===== src/rtl/tmp_pkg.sv =====
package tmp_pkg;

  localparam int unsigned DataW    = 32;
  localparam int unsigned TsW      = 16;
  localparam int unsigned LimW     = 31;
  localparam int unsigned CfgIdxW  = 2;
  localparam int unsigned MacAW    = 32;
  localparam int unsigned MacBW    = 16;
  localparam int unsigned AccW     = 64;
  localparam int unsigned RootW    = 32;
  localparam int unsigned SqrtSteps = 32;

  // register indexes of the configuration port
  localparam logic [CfgIdxW-1:0] CfgTimeStep  = 2'd0;
  localparam logic [CfgIdxW-1:0] CfgVelLimit  = 2'd1;
  localparam logic [CfgIdxW-1:0] CfgAccLimit  = 2'd2;

  localparam logic [TsW-1:0]  TimeStepRst = 16'd655;
  localparam logic [LimW-1:0] VelLimitRst = 31'd7864;
  localparam logic [LimW-1:0] AccLimitRst = 31'd26214;

  // 1e-4 in Q16.16 is 6.5536 raw: an error magnitude below 7 snaps
  localparam logic [DataW:0] SnapLimit = 33'd7;

  typedef struct packed {
    logic             en;
    logic             clear;
    logic [MacAW-1:0] a;
    logic [MacBW-1:0] b;
  } mac_req_t;

  typedef struct packed {
    logic           start;
    logic [AccW-1:0] radicand;
  } sqrt_req_t;

  typedef struct packed {
    logic             done;
    logic [RootW-1:0] root;
  } sqrt_rsp_t;

endpackage


===== src/rtl/tmp_if.sv =====
interface tmp_cmd_if;
  logic        valid;
  logic        ready;
  logic        command;
  logic [31:0] target_position;
  logic [31:0] load_position;

  modport source (output valid, command, target_position, load_position, input ready);
  modport sink   (input valid, command, target_position, load_position, output ready);
endinterface

interface tmp_res_if;
  logic        valid;
  logic        ready;
  logic [31:0] position;
  logic [31:0] velocity;
  logic        arrived;

  modport source (output valid, position, velocity, arrived, input ready);
  modport sink   (input valid, position, velocity, arrived, output ready);
endinterface

interface tmp_cfg_if;
  logic        valid;
  logic        ready;
  logic [1:0]  reg_index;
  logic [31:0] wdata;

  modport source (output valid, reg_index, wdata, input ready);
  modport sink   (input valid, reg_index, wdata, output ready);
endinterface


===== src/rtl/tmp_mac.sv =====
// Shared multiply-accumulate: acc = (clear ? 0 : acc << 16) + a * b.
module tmp_mac (
  input  logic                        clk_i,
  input  tmp_pkg::mac_req_t           req_i,
  output logic [tmp_pkg::AccW-1:0]    acc_o
);

  localparam int unsigned ProdW = tmp_pkg::MacAW + tmp_pkg::MacBW;

  logic [ProdW-1:0]         prod;
  logic [tmp_pkg::AccW-1:0] base;
  logic [tmp_pkg::AccW-1:0] acc_d;
  logic [tmp_pkg::AccW-1:0] acc_q;

  assign prod  = req_i.a * req_i.b;
  assign base  = req_i.clear ? '0 : (acc_q << tmp_pkg::MacBW);
  assign acc_d = base + {{(tmp_pkg::AccW-ProdW){1'b0}}, prod};

  always_ff @(posedge clk_i) begin
    if (req_i.en) begin
      acc_q <= acc_d;
    end
  end

  assign acc_o = acc_q;

endmodule


===== src/rtl/tmp_sqrt.sv =====
// Digit-by-digit integer square root, two radicand bits per cycle.
module tmp_sqrt (
  input  logic                clk_i,
  input  logic                rst_ni,
  input  tmp_pkg::sqrt_req_t  req_i,
  output tmp_pkg::sqrt_rsp_t  rsp_o
);

  localparam int unsigned RemW = tmp_pkg::RootW + 2;
  localparam int unsigned CntW = $clog2(tmp_pkg::SqrtSteps);

  logic [tmp_pkg::AccW-1:0]  rad_q;
  logic [RemW-1:0]           rem_q;
  logic [tmp_pkg::RootW-1:0] root_q;
  logic [CntW-1:0]           cnt_q;
  logic                      busy_q;
  logic                      done_q;

  logic [RemW+1:0]           cat;
  logic [RemW+1:0]           trial;
  logic                      take;

  assign cat   = {rem_q, rad_q[tmp_pkg::AccW-1 -: 2]};
  assign trial = {2'b00, root_q, 2'b01};
  assign take  = cat >= trial;

  always_ff @(posedge clk_i or negedge rst_ni) begin
    if (!rst_ni) begin
      busy_q <= 1'b0;
      done_q <= 1'b0;
      cnt_q  <= '0;
    end else if (req_i.start) begin
      busy_q <= 1'b1;
      done_q <= 1'b0;
      cnt_q  <= '0;
    end else if (busy_q) begin
      cnt_q <= cnt_q + 1'b1;
      if (cnt_q == CntW'(tmp_pkg::SqrtSteps - 1)) begin
        busy_q <= 1'b0;
        done_q <= 1'b1;
      end
    end
  end

  always_ff @(posedge clk_i) begin
    if (req_i.start) begin
      rad_q  <= req_i.radicand;
      rem_q  <= '0;
      root_q <= '0;
    end else if (busy_q) begin
      rad_q <= rad_q << 2;
      if (take) begin
        rem_q  <= RemW'(cat - trial);
        root_q <= {root_q[tmp_pkg::RootW-2:0], 1'b1};
      end else begin
        rem_q  <= RemW'(cat);
        root_q <= {root_q[tmp_pkg::RootW-2:0], 1'b0};
      end
    end
  end

  assign rsp_o.done = done_q;
  assign rsp_o.root = root_q;

endmodule


===== src/rtl/trapezoidal_motion_profile.sv =====
// Channel  | Dir | Payload                                       | Transfer
// cmd_i    | in  | command, target_position, load_position       | valid & ready
// res_o    | out | position, velocity, arrived                   | valid & ready
// cfg_i    | in  | reg_index, wdata (time_step, vel/accel limit) | valid & ready
//
// Load commands and steps with a zero time step pass from accept to S_FIN and then into the output register.
// A regular step is dominated by the 32-iteration square root; one shared 32x16
// multiply-accumulate serves the three products around it.
// One transaction is in flight at a time; cmd_i is ready only when the sequencer idles.
// Results sit in an output register, so a stalled res_o holds only the final write.
// Reset clears position and velocity and loads the register defaults; cfg_i is always ready.
module trapezoidal_motion_profile (
  input  logic          clk_i,
  input  logic          rst_ni,
  tmp_cmd_if.sink       cmd_i,
  tmp_res_if.source     res_o,
  tmp_cfg_if.sink       cfg_i
);

  localparam int unsigned StW = 4;
  localparam logic [StW-1:0] S_IDLE = 4'd0;
  localparam logic [StW-1:0] S_ERR  = 4'd1;
  localparam logic [StW-1:0] S_MAG0 = 4'd2;
  localparam logic [StW-1:0] S_MAG1 = 4'd3;
  localparam logic [StW-1:0] S_MAG2 = 4'd4;
  localparam logic [StW-1:0] S_SQST = 4'd5;
  localparam logic [StW-1:0] S_SQWT = 4'd6;
  localparam logic [StW-1:0] S_DV   = 4'd7;
  localparam logic [StW-1:0] S_VUPD = 4'd8;
  localparam logic [StW-1:0] S_PMUL = 4'd9;
  localparam logic [StW-1:0] S_POS  = 4'd10;
  localparam logic [StW-1:0] S_FIN  = 4'd11;

  localparam int unsigned W  = tmp_pkg::DataW;
  localparam int unsigned WX = W + 2;          // room for differences of 33-bit values

  logic [StW-1:0] state_q, state_d;

  // configuration
  logic [tmp_pkg::TsW-1:0]  ts_q;
  logic [tmp_pkg::LimW-1:0] vlim_q;
  logic [tmp_pkg::LimW-1:0] accel_q;

  // kept state and per-step scratch
  logic signed [W-1:0]  pos_q, pos_d;
  logic signed [W-1:0]  vel_q, vel_d;
  logic                 arr_q, arr_d;
  logic signed [W-1:0]  tgt_q, tgt_d;
  logic [W:0]           mag_q, mag_d;
  logic                 up_q, up_d;
  logic signed [WX-1:0] dv_q, dv_d;

  // output register
  logic                 out_valid_q, out_valid_d;
  logic [W-1:0]         out_pos_q, out_vel_q;
  logic                 out_arr_q;
  logic                 out_load;

  tmp_pkg::mac_req_t         mac_req;
  logic [tmp_pkg::AccW-1:0]  acc;
  tmp_pkg::sqrt_req_t        sq_req;
  tmp_pkg::sqrt_rsp_t        sq_rsp;

  // datapath intermediates
  logic signed [W:0]    err;
  logic [W:0]           err_mag;
  logic [W-1:0]         speed;
  logic signed [WX-1:0] desired;
  logic signed [WX-1:0] dvmax;
  logic signed [WX-1:0] dv_clamp;
  logic signed [WX-1:0] vel_sum;
  logic [W-1:0]         vel_mag;
  logic signed [WX-1:0] delta;
  logic signed [WX-1:0] np_wide;
  logic signed [W-1:0]  np;
  logic                 overshoot;

  tmp_mac u_mac (
    .clk_i (clk_i),
    .req_i (mac_req),
    .acc_o (acc)
  );

  tmp_sqrt u_sqrt (
    .clk_i  (clk_i),
    .rst_ni (rst_ni),
    .req_i  (sq_req),
    .rsp_o  (sq_rsp)
  );

  // Configuration writes land at once; an unused index is dropped.
  assign cfg_i.ready = 1'b1;

  always_ff @(posedge clk_i or negedge rst_ni) begin
    if (!rst_ni) begin
      ts_q    <= tmp_pkg::TimeStepRst;
      vlim_q  <= tmp_pkg::VelLimitRst;
      accel_q <= tmp_pkg::AccLimitRst;
    end else if (cfg_i.valid) begin
      case (cfg_i.reg_index)
        tmp_pkg::CfgTimeStep: ts_q    <= cfg_i.wdata[tmp_pkg::TsW-1:0];
        tmp_pkg::CfgVelLimit: vlim_q  <= cfg_i.wdata[tmp_pkg::LimW-1:0];
        tmp_pkg::CfgAccLimit: accel_q <= cfg_i.wdata[tmp_pkg::LimW-1:0];
        default: ;
      endcase
    end
  end

  assign cmd_i.ready = (state_q == S_IDLE);

  // Error against the target, exact in 33 bits.
  assign err     = $signed({tgt_q[W-1], tgt_q}) - $signed({pos_q[W-1], pos_q});
  assign err_mag = err[W] ? (W+1)'(-err) : err;

  // Desired speed: lesser of the stopping speed and the limit, signed toward the target.
  assign speed   = (sq_rsp.root < {1'b0, vlim_q}) ? sq_rsp.root : {1'b0, vlim_q};
  assign desired = up_q ? $signed({2'b00, speed}) : -$signed({2'b00, speed});

  // Velocity step bound, from accel * dt left in the accumulator during the root.
  assign dvmax = $signed({3'b000, acc[tmp_pkg::MacBW +: tmp_pkg::LimW]});

  always_comb begin
    if (dv_q > dvmax) begin
      dv_clamp = dvmax;
    end else if (dv_q < -dvmax) begin
      dv_clamp = -dvmax;
    end else begin
      dv_clamp = dv_q;
    end
  end

  assign vel_sum = $signed({{2{vel_q[W-1]}}, vel_q}) + dv_clamp;
  assign vel_mag = vel_q[W-1] ? W'(-vel_q) : vel_q;

  // Position increment: |v| * dt >> 16 with the sign of v, then saturate.
  assign delta   = vel_q[W-1]
                   ? -$signed({3'b000, acc[tmp_pkg::MacBW +: tmp_pkg::LimW]})
                   :  $signed({3'b000, acc[tmp_pkg::MacBW +: tmp_pkg::LimW]});
  assign np_wide = $signed({{2{pos_q[W-1]}}, pos_q}) + delta;

  always_comb begin
    if (np_wide[WX-1:W-1] == '0 || np_wide[WX-1:W-1] == '1) begin
      np = np_wide[W-1:0];
    end else if (np_wide[WX-1]) begin
      np = {1'b1, {(W-1){1'b0}}};
    end else begin
      np = {1'b0, {(W-1){1'b1}}};
    end
  end

  assign overshoot = up_q ? (np >= tgt_q) : (np <= tgt_q);

  assign out_load = (state_q == S_FIN) && (!out_valid_q || res_o.ready);

  always_comb begin
    state_d = state_q;
    pos_d   = pos_q;
    vel_d   = vel_q;
    arr_d   = arr_q;
    tgt_d   = tgt_q;
    mag_d   = mag_q;
    up_d    = up_q;
    dv_d    = dv_q;
    mac_req = '0;
    sq_req  = '0;
    sq_req.radicand = {acc[tmp_pkg::AccW-2:0], 1'b0};

    case (state_q)
      S_IDLE: begin
        if (cmd_i.valid) begin
          arr_d = 1'b0;
          if (cmd_i.command) begin
            pos_d   = cmd_i.load_position;
            vel_d   = '0;
            state_d = S_FIN;
          end else if (ts_q == '0) begin
            state_d = S_FIN;
          end else begin
            tgt_d   = cmd_i.target_position;
            state_d = S_ERR;
          end
        end
      end
      S_ERR: begin
        if (err_mag < tmp_pkg::SnapLimit) begin
          pos_d   = tgt_q;
          vel_d   = '0;
          arr_d   = 1'b1;
          state_d = S_FIN;
        end else begin
          mag_d   = err_mag;
          up_d    = !err[W];
          state_d = S_MAG0;
        end
      end
      // accel * |error|, top bit first, then 16 bits of the magnitude per pass
      S_MAG0: begin
        mac_req.en    = 1'b1;
        mac_req.clear = 1'b1;
        mac_req.a     = {1'b0, accel_q};
        mac_req.b     = {{(tmp_pkg::MacBW-1){1'b0}}, mag_q[W]};
        state_d       = S_MAG1;
      end
      S_MAG1: begin
        mac_req.en = 1'b1;
        mac_req.a  = {1'b0, accel_q};
        mac_req.b  = mag_q[W-1 -: tmp_pkg::MacBW];
        state_d    = S_MAG2;
      end
      S_MAG2: begin
        mac_req.en = 1'b1;
        mac_req.a  = {1'b0, accel_q};
        mac_req.b  = mag_q[tmp_pkg::MacBW-1:0];
        state_d    = S_SQST;
      end
      // launch the root on 2*accel*|error|, reuse the multiplier for accel*dt
      S_SQST: begin
        sq_req.start  = 1'b1;
        mac_req.en    = 1'b1;
        mac_req.clear = 1'b1;
        mac_req.a     = {1'b0, accel_q};
        mac_req.b     = ts_q;
        state_d       = S_SQWT;
      end
      S_SQWT: begin
        if (sq_rsp.done) begin
          state_d = S_DV;
        end
      end
      S_DV: begin
        dv_d    = desired - $signed({{2{vel_q[W-1]}}, vel_q});
        state_d = S_VUPD;
      end
      S_VUPD: begin
        vel_d   = vel_sum[W-1:0];
        state_d = S_PMUL;
      end
      S_PMUL: begin
        mac_req.en    = 1'b1;
        mac_req.clear = 1'b1;
        mac_req.a     = vel_mag;
        mac_req.b     = ts_q;
        state_d       = S_POS;
      end
      S_POS: begin
        if (overshoot) begin
          pos_d = tgt_q;
          vel_d = '0;
          arr_d = 1'b1;
        end else begin
          pos_d = np;
        end
        state_d = S_FIN;
      end
      S_FIN: begin
        if (out_load) begin
          state_d = S_IDLE;
        end
      end
      default: begin
        state_d = S_IDLE;
      end
    endcase
  end

  always_comb begin
    out_valid_d = out_valid_q;
    if (out_load) begin
      out_valid_d = 1'b1;
    end else if (res_o.ready) begin
      out_valid_d = 1'b0;
    end
  end

  always_ff @(posedge clk_i or negedge rst_ni) begin
    if (!rst_ni) begin
      state_q     <= S_IDLE;
      pos_q       <= '0;
      vel_q       <= '0;
      arr_q       <= 1'b0;
      out_valid_q <= 1'b0;
    end else begin
      state_q     <= state_d;
      pos_q       <= pos_d;
      vel_q       <= vel_d;
      arr_q       <= arr_d;
      out_valid_q <= out_valid_d;
    end
  end

  always_ff @(posedge clk_i) begin
    tgt_q <= tgt_d;
    mag_q <= mag_d;
    up_q  <= up_d;
    dv_q  <= dv_d;
    if (out_load) begin
      out_pos_q <= pos_q;
      out_vel_q <= vel_q;
      out_arr_q <= arr_q;
    end
  end

  assign res_o.valid    = out_valid_q;
  assign res_o.position = out_pos_q;
  assign res_o.velocity = out_vel_q;
  assign res_o.arrived  = out_arr_q;

`ifndef SYNTHESIS
  // a load transaction goes straight to the result with zero velocity
  a_load_path: assert property (@(posedge clk_i) disable iff (!rst_ni)
    cmd_i.valid && cmd_i.ready && cmd_i.command |=>
      state_q == S_FIN && pos_q == $past(cmd_i.load_position) && vel_q == '0)
    else $error("load transaction did not set position and clear velocity");

  // a snap onto the target always reports zero velocity
  a_arrived_still: assert property (@(posedge clk_i) disable iff (!rst_ni)
    res_o.valid && res_o.arrived |-> res_o.velocity == '0)
    else $error("arrived result with nonzero velocity");

  // the root finishes only while the sequencer waits for it
  a_root_wait: assert property (@(posedge clk_i) disable iff (!rst_ni)
    $rose(sq_rsp.done) |-> state_q == S_SQWT)
    else $error("square root finished outside its wait state");

  // velocity stays inside the symmetric range so its magnitude fits
  a_vel_range: assert property (@(posedge clk_i) disable iff (!rst_ni)
    vel_q != {1'b1, {(W-1){1'b0}}})
    else $error("velocity reached the most negative code");
`endif

endmodule

===== src/flat_wrapper.sv =====
// flat-port wrapper written by rule: the top's interface ports become plain ports
module trapezoidal_motion_profile_flat 
  (clk_i, rst_ni, cmd_i_valid, cmd_i_command, cmd_i_target_position, cmd_i_load_position, cmd_i_ready, res_o_valid, res_o_position, res_o_velocity, res_o_arrived, res_o_ready, cfg_i_valid, cfg_i_reg_index, cfg_i_wdata, cfg_i_ready);
  tmp_cmd_if cmd_i_i ();
  tmp_res_if res_o_i ();
  tmp_cfg_if cfg_i_i ();
  input  logic clk_i;
  input  logic rst_ni;
  input wire logic [$bits(cmd_i_i.valid)-1:0] cmd_i_valid;
  input wire logic [$bits(cmd_i_i.command)-1:0] cmd_i_command;
  input wire logic [$bits(cmd_i_i.target_position)-1:0] cmd_i_target_position;
  input wire logic [$bits(cmd_i_i.load_position)-1:0] cmd_i_load_position;
  output wire logic [$bits(cmd_i_i.ready)-1:0] cmd_i_ready;
  output wire logic [$bits(res_o_i.valid)-1:0] res_o_valid;
  output wire logic [$bits(res_o_i.position)-1:0] res_o_position;
  output wire logic [$bits(res_o_i.velocity)-1:0] res_o_velocity;
  output wire logic [$bits(res_o_i.arrived)-1:0] res_o_arrived;
  input wire logic [$bits(res_o_i.ready)-1:0] res_o_ready;
  input wire logic [$bits(cfg_i_i.valid)-1:0] cfg_i_valid;
  input wire logic [$bits(cfg_i_i.reg_index)-1:0] cfg_i_reg_index;
  input wire logic [$bits(cfg_i_i.wdata)-1:0] cfg_i_wdata;
  output wire logic [$bits(cfg_i_i.ready)-1:0] cfg_i_ready;
  assign cmd_i_i.valid = cmd_i_valid;
  assign cmd_i_i.command = cmd_i_command;
  assign cmd_i_i.target_position = cmd_i_target_position;
  assign cmd_i_i.load_position = cmd_i_load_position;
  assign cmd_i_ready = cmd_i_i.ready;
  assign res_o_valid = res_o_i.valid;
  assign res_o_position = res_o_i.position;
  assign res_o_velocity = res_o_i.velocity;
  assign res_o_arrived = res_o_i.arrived;
  assign res_o_i.ready = res_o_ready;
  assign cfg_i_i.valid = cfg_i_valid;
  assign cfg_i_i.reg_index = cfg_i_reg_index;
  assign cfg_i_i.wdata = cfg_i_wdata;
  assign cfg_i_ready = cfg_i_i.ready;
  trapezoidal_motion_profile u_core (.clk_i(clk_i), .rst_ni(rst_ni), .cmd_i(cmd_i_i), .res_o(res_o_i), .cfg_i(cfg_i_i));
endmodule

===== config.mk =====
export PLATFORM = sky130hd
export DESIGN_NAME = trapezoidal_motion_profile_flat
export DESIGN_NICKNAME = d
export VERILOG_FILES = /design/src/rtl/tmp_pkg.sv /design/src/rtl/tmp_if.sv /design/src/rtl/tmp_mac.sv /design/src/rtl/tmp_sqrt.sv /design/src/rtl/trapezoidal_motion_profile.sv /design/src/flat_wrapper.sv
export SDC_FILE = /design/constraint.sdc
export NUM_CORES = 2
export LEC_CHECK = 0
export ABC_AREA = 1
export BUFFER_PORTS_ARGS = -buffer_cell sky130_fd_sc_hd__buf_4
export CAP_MARGIN = 20
export CORE_MARGIN = 2
export CORE_UTILIZATION = 45
export CTS_CLUSTER_SIZE = 10
export DETAILED_ROUTE_END_ITERATION = 10
export HOLD_SLACK_MARGIN = 0.12
export PLACE_DENSITY_LB_ADDON = 0.08
export SKIP_LAST_GASP = 1
export SLEW_MARGIN = 40
export SYNTH_ARGS = -nofsm -noshare
export SYNTH_HDL_FRONTEND = slang
export SYNTH_SLANG_ARGS = --single-unit

===== constraint.sdc =====
create_clock -name clk_i -period 11.9 [get_ports clk_i]
set_clock_uncertainty 0.2 [all_clocks]
set_input_delay 1.19 -clock clk_i [delete_from_list [all_inputs] [get_ports clk_i]]
set_output_delay 1.19 -clock clk_i [all_outputs]
set_load 0.01 [all_outputs]

==> impl_metrics.csv <==
group,metric,value,unit
clocking,cts-root-buf,"clkbuf_16",
synth,synthArstFlopShare,0.303,
synth,ys_types,61,
global_route,antenna_found_initial,3,
sta,fin_tns_setup,0,ns
synth,synth_area_leaders,"fa_1, edfxtp_1, nand2_1, ha_1, inv_1",
cells_and_area,final_common_cell,"nand2_1",
worst_setup_path,r2r_cells,43,
worst_setup_path,worstPathArrival,10.69,ns
global_route,grt_pass1_vias,47200,
placed_design,dp_hpwl,163,mm
placed_design,routabilityCongestion,0.985,
floorplanning,core,120000,um2
worst_setup_path,worstSetupEndpoint,"u_core.vel_q[25]",
floorplanning,row_count,127,
routing,first_pass_iters,6,
worst_setup_path,critPathMaxFanout,47,
cells_and_area,final_cell_mix,"nand2_1, inv_1, nor2_1, fa_1, o21ai_0",
floorplanning,initial_core_util,0.454,
worst_setup_path,crit_family,"simple AND/OR/NAND/NOR gates",
placed_design,place_ws,1.83,ns
sta,setup_slack,1.58,ns
clocking,postCtsHoldBufs,0,
clocking,post_cts_resized,0,
worst_setup_path,reg2reg_from,"u_core.u_mac.acc_o[16]",
cells_and_area,fillers,12100,
synth,yosysWarningCount,0,
clocking,cts_setup_buffers,0,
worst_setup_path,critical_path_buf_inv_count,5,
global_route,globalRouteOverflowTotal,0,
clocking,h-tree-depth,3,
placed_design,place_area,57800,um2
sta,setup_viol,0,
clocking,clk_pin_slew,0.07,ns
worst_setup_path,r2r_slack,1.58,ns
synth,ys_seq_area_frac,0.257,
sta,rsz0062_at_grt,"no",
synth,synth_area_per_cell,7.52,um2
worst_setup_path,startpoint_type,"flip-flop",
cells_and_area,final_cell_area,60000,um2
routing,wire_per_inst,22.2,um
cells_and_area,syn_to_final_growth,10.2,%
sta,fin_crit_sh,0.867,
worst_setup_path,cpMostUsedCell,"nor2_1",
sta,hold_violations,0,
synth,yosysTopAreaCell,"fa_1",
routing,drt-total-wl,200,mm
global_route,track_usage,0.323,
synth,syn-instance-count,7240,
worst_setup_path,path_class,"flip-flop to flip-flop",
routing,drtAntennaViolNets,0,
global_route,grt_pass1_wl,296,mm
sta,slew_headroom,0.413,
cells_and_area,num_antenna_cells,0,
sta,worst_pin_slew,0.871,ns
floorplanning,ioPinCount,172,
synth,ys_ff_latch,512,
job,drv_cap,0,
routing,first_iter_violations,3919,
routing,remaining_drc_errors,0,
clocking,clock_sinks,512,
global_route,grt_max_degree,72,
synth,ys.flop_type,"edfxtp_1",
synth,synth_enable_flop_cells,291,
worst_setup_path,cp.depth,43,
synth,synth_fp_nets,8228,
status,status,"finished, final reports clean",
clocking,numCtsBuffers,68,
sta,fmax,96.9,MHz
clocking,clk_latency,0.65,ns
synth,syn_area,54400,um2
sta,period_minus_slack,10.32,ns
clocking,clk_path_buf_depth,3,
worst_setup_path,critPathRequiredTime,12.27,ns
routing,vias,48500,
clocking,cts_tree,"built",
placed_design,portBuffers,169,
floorplanning,dieArea,124000,um2
hold_path,min_path_type,"flip-flop to flip-flop",
sta,drv_slew,0,
floorplanning,fp.dieH,352,um
worst_setup_path,slowest_delay,0.64,ns
worst_setup_path,critPathSlowestCell,"nor4_1",
floorplanning,die_x,352,um
worst_setup_path,startpoint,"u_core.u_mac.acc_o[16]",
routing,avgViaCountPerCell,5.37,
cells_and_area,nets,8353,
worst_setup_path,rr_endpoint,"u_core.vel_q[25]",
worst_setup_path,end_kind,"flip-flop",
synth,synth_top_cell_area_share,0.167,
cells_and_area,drive_gt1_frac,0.0630,
-- flip-flops by register name, summed over array words and instances, names as in the netlist, 31 cells and up --
signal / count
u_core.res_o.position: 32
u_core.vel_q: 32
u_core.u_sqrt.rem_q: 34
u_core.pos_q: 32
u_core.tgt_q: 32
u_core.u_sqrt.rad_q: 63
u_core.dv_q: 34
u_core.u_mac.acc_o: 63
u_core.mag_q: 33
u_core.res_o.velocity: 32
u_core.vlim_q: 31
u_core.u_sqrt.root_q: 32
u_core.accel_q: 31
-- how the worst min path moves through the flow --
stage | startpoint | end | slack [ns] | depth (start not counted)
2_1_floorplan | u_core.u_sqrt.rem_q[33] | u_core.u_sqrt.rem_q[33] | 0.22 | 2
3_3_place_gp | u_core.u_sqrt.rem_q[32] | u_core.u_sqrt.rem_q[32] | 0.24 | 2
3_5_place_dp | u_core.u_sqrt.rem_q[33] | u_core.u_sqrt.rem_q[33] | 0.24 | 2
4_1_cts | rst_ni | u_core.pos_q[21] | 0.24 | 1
5_1_grt | rst_ni | u_core.pos_q[21] | 0.27 | 1
6_report | u_core.u_sqrt.rem_q[33] | u_core.u_sqrt.rem_q[33] | 0.25 | 2
-- cell usage after synthesis, drive strengths merged, types with 60 or more instances --
cell type	instances
clkbuf	164
inv	1316
nor3	60
nand4	86
ha	430
o21ai	463
xnor2	75
edfxtp	291
nand2	1935
dfxtp	66
a21oi	366
nor2	635
nand3	225
fa	454
dfrtp	133
xor2	129
-- layout make-up --
cell class / count / area, um2 / area share
flip-flops and latches: 512 / 14000 / 0.233
well taps: 1612 / 2020 / 0.0336
clock inverters: 17 / 285 / 0.00476
multi-input cells: 5204 / 34900 / 0.582
inverters: 1330 / 5000 / 0.0833
repair buffers: 249 / 1900 / 0.0316
clock buffers: 102 / 1930 / 0.0322
-- through the flow --
stage               hold WS (ns)  instances  utilization
floorplan                  0.218       7240            -
global placement           0.236       8905        0.481
detailed placement         0.240       8907        0.481
CTS                        0.240       9026        0.500
global route               0.273       9026        0.500
finish                     0.251       9026        0.500
-- worst min-delay path, stage by stage (launching register included) --
cell     delay, ns
dfxtp_1       0.32
nand2_1       0.05
nand2_1       0.06
-- metal layers --
metal / up-vias / track usage / wire length (um)
met4: 2 / 0.133 / 8960
met1: 23400 / 0.437 / 87300
met3: 321 / 0.0319 / 10400
li1: 23300 / - / -
met5: - / 0 / 8
met2: 1486 / 0.530 / 93300
-- cells by family (layout without fill, tap and decap cells) --
| logic type | after synthesis | after routing | synth area share |
|---|---|---|---|
| compound gates | 1099 | 1099 | 0.113 |
| other cells | 1 | 1 | 0.0000689 |
| flops | 512 | 512 | 0.257 |
| simple gates | 3016 | 3016 | 0.225 |
| xor+xnor | 204 | 204 | 0.0328 |
| fa+ha+maj | 884 | 884 | 0.266 |
| buf+inv | 1524 | 1698 | 0.106 |
Power is left out: the tool's default activity adds up to more than one toggle a clock period on the data nets, which glitch-free logic cannot reach.
